==> src/design/npc_pkg.sv <==
// npc_pkg: shared types, constants and helpers for the narrow-phase collision block
// used by npc_front, npc_queue, npc_back and the top level; no dependencies
package npc_pkg;

  localparam int CoordW = 32;
  localparam int DiffW  = 33;
  localparam int NormW  = 16;
  localparam logic signed [NormW-1:0] NormOne = 16'sd16384;

  // shape kinds
  localparam logic KindBox    = 1'b0;
  localparam logic KindSphere = 1'b1;

  // job passed from front to back
  typedef struct packed {
    logic                          is_round;
    logic                          bb_hit;
    logic signed [NormW-1:0]       bb_nx;
    logic signed [NormW-1:0]       bb_ny;
    logic signed [NormW-1:0]       bb_nz;
    logic [CoordW-1:0]             bb_depth;
    logic signed [2:0][DiffW-1:0]  d;
    logic signed [DiffW-1:0]       rad;
  } job_t;

  // saturate a signed depth to unsigned 32 bits
  function automatic logic [CoordW-1:0] sat_depth(input logic signed [34:0] v);
    logic [CoordW-1:0] r;
    if (v < 0) r = '0;
    else if (v > 35'sh0_FFFF_FFFF) r = '1;
    else r = v[CoordW-1:0];
    return r;
  endfunction

  // magnitude of a signed difference
  function automatic logic [DiffW-1:0] mag(input logic signed [DiffW-1:0] v);
    logic [DiffW-1:0] r;
    r = v[DiffW-1] ? DiffW'(-v) : DiffW'(v);
    return r;
  endfunction

endpackage

==> src/design/npc_back.sv <==
// npc_back: runs jobs: squares, hit test, square root, normal division, result
// depends on npc_pkg
module npc_back (
  input  logic                 clk,
  input  logic                 rst,
  input  logic                 empty,
  input  npc_pkg::job_t        rdata,
  output logic                 pop,
  output logic                 done,
  output logic                 hit,
  output logic signed [15:0]   normal_x,
  output logic signed [15:0]   normal_y,
  output logic signed [15:0]   normal_z,
  output logic [31:0]          depth
);
  import npc_pkg::*;

  typedef enum logic [4:0] {
    S_IDLE   = 5'b00001,
    S_LOAD   = 5'b00010,
    S_SQUARE = 5'b00100,
    S_SQRT   = 5'b01000,
    S_DIV    = 5'b10000
  } state_t;

  state_t state;
  logic [5:0]                   cnt;
  logic [2:0][DiffW-1:0]        m;
  logic [2:0]                   neg;
  logic signed [DiffW-1:0]      rad;
  logic [DiffW-1:0]             rmag;
  logic [66:0]                  dsq;
  logic [67:0]                  sq_in;
  logic [35:0]                  rem;
  logic [33:0]                  root;
  logic [2:0][47:0]             num;
  logic [47:0]                  dsh;
  logic [2:0][14:0]             q;

  // shared multiplier operand
  logic [DiffW-1:0] mop;
  logic [65:0]      prod;
  always_comb begin
    case (cnt[1:0])
      2'd0:    mop = m[0];
      2'd1:    mop = m[1];
      2'd2:    mop = m[2];
      default: mop = rmag;
    endcase
    prod = 66'(mop) * 66'(mop);
  end

  // square root step
  logic [37:0] rem2;
  logic [37:0] trial;
  always_comb begin
    rem2  = {rem, sq_in[67:66]};
    trial = {2'b00, root, 2'b01};
  end

  logic signed [34:0] dep;
  assign dep = 35'(rad) - $signed({1'b0, root});

  assign pop = (state == S_IDLE) && !empty;

  always_ff @(posedge clk) begin
    if (rst) begin
      state <= S_IDLE;
      done  <= 1'b0;
    end else begin
      done <= 1'b0;
      case (state)
        S_IDLE: if (!empty) state <= S_LOAD;
        S_LOAD: begin
          if (!rdata.is_round) begin
            done  <= 1'b1;
            state <= S_IDLE;
          end else begin
            state <= S_SQUARE;
          end
        end
        S_SQUARE: if (cnt == 6'd3) begin
          if (dsq >= 67'(prod)) begin
            done  <= 1'b1;
            state <= S_IDLE;
          end else begin
            state <= S_SQRT;
          end
        end
        S_SQRT: if (cnt == 6'd33) begin
          if (root[32:0] == '0 && rem2 < trial) begin
            done  <= 1'b1;
            state <= S_IDLE;
          end else begin
            state <= S_DIV;
          end
        end
        S_DIV: if (cnt == 6'd14) begin
          done  <= 1'b1;
          state <= S_IDLE;
        end
        default: state <= S_IDLE;
      endcase
    end
  end

  // datapath
  always_ff @(posedge clk) begin
    case (state)
      S_LOAD: begin
        cnt <= '0;
        dsq <= '0;
        rad <= rdata.rad;
        rmag <= mag(rdata.rad);
        for (int i = 0; i < 3; i++) begin
          m[i]   <= mag(rdata.d[i]);
          neg[i] <= rdata.d[i][DiffW-1];
        end
        hit      <= rdata.bb_hit;
        normal_x <= rdata.bb_nx;
        normal_y <= rdata.bb_ny;
        normal_z <= rdata.bb_nz;
        depth    <= rdata.bb_depth;
      end
      S_SQUARE: begin
        if (cnt == 6'd3) begin
          cnt   <= '0;
          sq_in <= {1'b0, dsq};
          rem   <= '0;
          root  <= '0;
          hit      <= 1'b0;
          normal_x <= '0;
          normal_y <= '0;
          normal_z <= '0;
          depth    <= '0;
        end else begin
          dsq <= dsq + 67'(prod);
          cnt <= cnt + 6'd1;
        end
      end
      S_SQRT: begin
        sq_in <= {sq_in[65:0], 2'b00};
        if (rem2 >= trial) begin
          rem  <= 36'(rem2 - trial);
          root <= {root[32:0], 1'b1};
        end else begin
          rem  <= rem2[35:0];
          root <= {root[32:0], 1'b0};
        end
        cnt <= cnt + 6'd1;
        if (cnt == 6'd33) begin
          cnt <= '0;
          hit <= 1'b1;
          if (root[32:0] == '0 && rem2 < trial) begin
            normal_y <= NormOne;
            depth    <= sat_depth(35'(rad));
          end
        end
      end
      S_DIV: begin
        if (cnt == 6'd0 && dsh == '0) begin
          dsh <= '0;
        end
        for (int i = 0; i < 3; i++) begin
          if (num[i] >= dsh) begin
            num[i] <= num[i] - dsh;
            q[i]   <= {q[i][13:0], 1'b1};
          end else begin
            q[i]   <= {q[i][13:0], 1'b0};
          end
        end
        dsh <= dsh >> 1;
        cnt <= cnt + 6'd1;
        if (cnt == 6'd14) begin
          normal_x <= neg[0] ? -$signed({1'b0, q[0][13:0], num[0] >= dsh})
                             : $signed({1'b0, q[0][13:0], num[0] >= dsh});
          normal_y <= neg[1] ? -$signed({1'b0, q[1][13:0], num[1] >= dsh})
                             : $signed({1'b0, q[1][13:0], num[1] >= dsh});
          normal_z <= neg[2] ? -$signed({1'b0, q[2][13:0], num[2] >= dsh})
                             : $signed({1'b0, q[2][13:0], num[2] >= dsh});
          depth    <= sat_depth(dep);
        end
      end
      default: ;
    endcase
    // division setup once the root is final
    if (state == S_SQRT && cnt == 6'd33) begin
      for (int i = 0; i < 3; i++) begin
        num[i] <= {1'b0, m[i], 14'b0} + 48'({root[32:0], rem2 >= trial} >> 1);
        q[i]   <= '0;
      end
      dsh <= {root[32:0], rem2 >= trial, 14'b0};
    end
  end

  a_single_done: assert property (@(posedge clk) disable iff (rst)
    done |=> !done) else $error("two results in a row");
  a_miss_zero: assert property (@(posedge clk) disable iff (rst)
    (done && !hit) |-> (normal_x == 0 && normal_y == 0 && normal_z == 0 && depth == 0))
    else $error("miss with nonzero fields");
  a_pop_idle: assert property (@(posedge clk) disable iff (rst)
    pop |=> (state == S_LOAD)) else $error("pop without load");

endmodule
==> config.mk <==
export PLATFORM = sky130hd
export DESIGN_NAME = npc_back
export DESIGN_NICKNAME = d
export VERILOG_FILES = /design/src/design/npc_pkg.sv /design/src/design/npc_back.sv
export SDC_FILE = /design/constraint.sdc
export NUM_CORES = 2
export LEC_CHECK = 0
export BUFFER_PORTS_ARGS = -buffer_cell sky130_fd_sc_hd__buf_4
export CORE_MARGIN = 5
export CORE_UTILIZATION = 45
export CTS_CLUSTER_DIAMETER = 200
export CTS_CLUSTER_SIZE = 14
export DETAILED_ROUTE_END_ITERATION = 8
export PLACE_DENSITY = 0.61
export REMOVE_ABC_BUFFERS = 1
export SETUP_SLACK_MARGIN = 0.4
export SLEW_MARGIN = 20
export SYNTH_ARGS = -nofsm -noshare
export SYNTH_HDL_FRONTEND = slang
export SYNTH_SLANG_ARGS = --single-unit
==> constraint.sdc <==
create_clock -name clk -period 19.9 [get_ports clk]
set_clock_uncertainty 0.05 [all_clocks]
set_input_delay 0.995 -clock clk [delete_from_list [all_inputs] [get_ports clk]]
set_output_delay 0.995 -clock clk [all_outputs]
set_load 0.02 [all_outputs]
==> summary.txt <==
Run status
  – Status: completed

Min path
  – Hold Crit Start: dsh[13]
  – Hold EP: dsh[12]
  – Hold path depth: 2
  – Hold crit path type: register to register

CTS
  – Sink Count: ~700
  – CTS Hold Bufs: 0
  – Setup bufs post-CTS: 0
  – CTS tree: built
  – Clk root buf: clkbuf_16
  – Buffer depth of the longest clock path: 3
  – H-tree depth: 2
  – Clk Latency, worst-skew pair: about 740 ps
  – CTS buffer count: 56
  – Clk pin slew, worst setup/hold paths: roughly 80 ps
  – Cts repair resizes: 0

Synthesis
  – Yosys reg bits: about 700
  – Synth cell types: 93
  – Yosys warnings: 0
  – Mapped cell area: between 80000 and 90000 um2
  – Mapped Cells: 9056
  – Asr flop ratio synth: 0
  – Ys flop type: edfxtp_1
  – Syn Area/Cell: between 9 and 10 um2
  – Number of synthesized flops with an enable pin: 637
  – Sequential cell area fraction in the yosys report: 0.249

Finish
  – Nets@finish: approximately 11000
  – P&R area growth vs syn: 7.87%
  – Share of post-route cells with drive strength above 1: 0.0612
  – Fillers: 17218

GRT
  – GRT Resource Usage Total: 0.290
  – Initial antenna violation count: 17
  – Met3 global-route usage: 0.0286
  – Vias in the first global route: a little under 70000
  – Largest net degree at the start of global routing: between 100 and 150
  – GRT busiest layer: met2
  – GR Util met1: 0.348
  – GR Util met2: 0.508
  – Total grt overflow: 0
  – First-pass GRT wire length: 422000 um

Die
  – Die Height: approximately 440 um
  – Die W: ~440 um
  – Row count: around 160
  – Ports: 300
  – Initial Utilization: 0.452
  – Core ar.: 181000 um2
  – Die area: roughly 190000 um2

Detailed routing
  – Routed Antenna Nets: 0
  – Final wirelength: approximately 280000 um
  – DR iter-0 viols: between 5000 and 6000
  – # DRC: 0
  – DR pass1 iterations: 6
  – Routed wire per std cell: ~24 um
  – Via count: about 66000
  – DR vias/cell: between 5 and 6

Setup path
  – CP Data Arrival Time: about 14000 ps
  – FF-to-FF Start: cnt[0]
  – CP max stage delay: ~950 ps
  – Most frequent CP cell: fa_1
  – Critical path startpoint category: register
  – CP Capture Type: register
  – Reg2Reg Depth: 39
  – WP data required: 20290 ps
  – Slowest-stage cell, CP: clkinv_1
  – CP Class: register to register
  – R2R Setup Slk: 6070 ps
  – R2R Path End: dsq[65]
  – Crit Path Max Fanout: 34

STA
  – Max-slew headroom: 0.217
  – Final worst slack: between 6000 and 7000 ps
  – Fmax: about 72 MHz
  – Tcrit/Tclk final: 0.695
  – Worst slew pin tran: approximately 1200 ps
  – Setup TNS: 0 ps
  – RSZ-0062 raised after global routing: false
  – Final number of max-transition violations: 0
  – Final Hold Viols: 0
  – Setup-failing EPs final: 0
  – Min Clock Period, post-route: 13830 ps

Placed design
  – Dpl ws: 6390 ps
  – Placed wire-length estimate: between 200000 and 250000 um
  – Final GP Congestion: between 1 and 1.5
  – PortBufs: around 300

Run
  – Max-cap viol count: 0
cells by family after synthesis:
kind of cell / synth area share
xor gates and xnor gates: 0.0596
buffers and inverters: 0.0853
muxes: 0.00888
and+or+nand+nor: 0.138
DFF: 0.249
AOI/OAI and AO/OA: 0.141
adders and majority gates: 0.319
cells in the final DEF, fill, tap and decap left out, drive strengths merged, types with 62 or more instances in the layout:
cell    instances
nand2        1079
clkbuf         93
and3           70
o21bai         91
nand3         120
fa            881
edfxtp        637
o21ai         401
nor2          695
nor3           94
buf           384
o31ai          76
dfxtp          62
nor2b          66
xnor2         375
a21o          249
inv          1504
xor2          182
o21a           68
nand4          82
a21oi         509
ha            679
routing by layer:
metal / vias up / routed length [um] / part of all wire
met5: - / 45 / 0.00016
met2: 2238 / 138000 / 0.49
met3: 631 / 15200 / 0.054
met1: 33000 / 107000 / 0.38
met4: 6 / 20500 / 0.073
li1: 30331 / - / -
worst max-delay path: cells and delay by family (launching register included):
kind | cells | cell delay (ps)
buffers and inverters | 7 | 1780
xor gates and xnor gates | 1 | 190
and+or+nand+nor | 9 | 2790
muxes | 1 | 630
DFF | 1 | 460
AOI/OAI and AO/OA | 10 | 2450
adders and majority gates | 11 | 5110
flip-flops by register name, summed over array words and instances (netlist names), 3 cells and up:
name and count:
normal_y 16, state 5, cnt 6, dsq 67
rad 33, m 99, dsh 48, rmag 32
root 34, num 144, neg 3, rem 36
normal_x 16, normal_z 16, q 42, sq_in 68
depth 32
stage by stage:
stage	area [um2]	cells	hold slack, ps	util
final	88300	11573	417	0.488
after global routing	88300	11572	408	0.488
after CTS	88300	11563	371	0.488
after detailed placement	86600	11466	414	0.479
after global placement	86600	11466	402	0.479
after floorplan	80500	8712	395	-
area by class of cell:
type                       count  area (um2)  share of cell area
multi-input combinational   6503       54700               0.620
clock buffer                  93        1560              0.0177
antenna                       10        25.0            0.000283
sequential                   699       20400               0.231
tap                         2370        2970              0.0336
inverter                    1510        5680              0.0643
clock inverter                 4        86.3            0.000978
timing repair buffer         384        2900              0.0328
Yosys cell counts (18+ instances only):
library cell,count,area share
nor3_1,93,0.0057
a211oi_1,41,0.0038
and3_1,70,0.0053
o21a_1,68,0.0062
buf_1,28,0.0013
ha_1,679,0.10
nand3_1,120,0.0073
xor2_1,182,0.019
or4_1,33,0.0030
a22oi_1,53,0.0049
a31oi_1,50,0.0038
a21oi_1,509,0.031
and2_1,35,0.0027
o41ai_1,34,0.0036
nor2_1,695,0.032
dfxtp_1,62,0.015
o31a_1,18,0.0019
o21bai_1,91,0.0083
nand4_1,82,0.0063
inv_1,1501,0.069
o22ai_1,31,0.0024
nor2b_1,66,0.0050
xnor2_1,375,0.040
o21ai_0,386,0.024
a21o_1,249,0.023
nor4_1,39,0.0030
clkbuf_1,300,0.014
mux2i_1,49,0.0060
or3_1,40,0.0031
nand2_1,1079,0.049
fa_1,881,0.22
edfxtp_1,637,0.23
o211ai_1,18,0.0017
a221oi_1,18,0.0019
or2_2,23,0.0018
nand2b_1,60,0.0046
o31ai_1,75,0.0069
mux2_2,21,0.0029
worst max path at each step:
stage                start       to  slack (ps)  depth (start not counted)
floorplan           cnt[0]  dsq[65]        7100                         39
global placement    cnt[0]  dsq[66]        6530                         40
detailed placement  cnt[0]  dsq[66]        6390                         40
CTS                 cnt[0]  dsq[66]        6360                         40
global route        cnt[0]  dsq[65]        5640                         44
finish              cnt[0]  dsq[65]        6070                         39
Power is left out: the tool's default activity adds up to more than one toggle a clock period on the data nets, which glitch-free logic cannot reach.
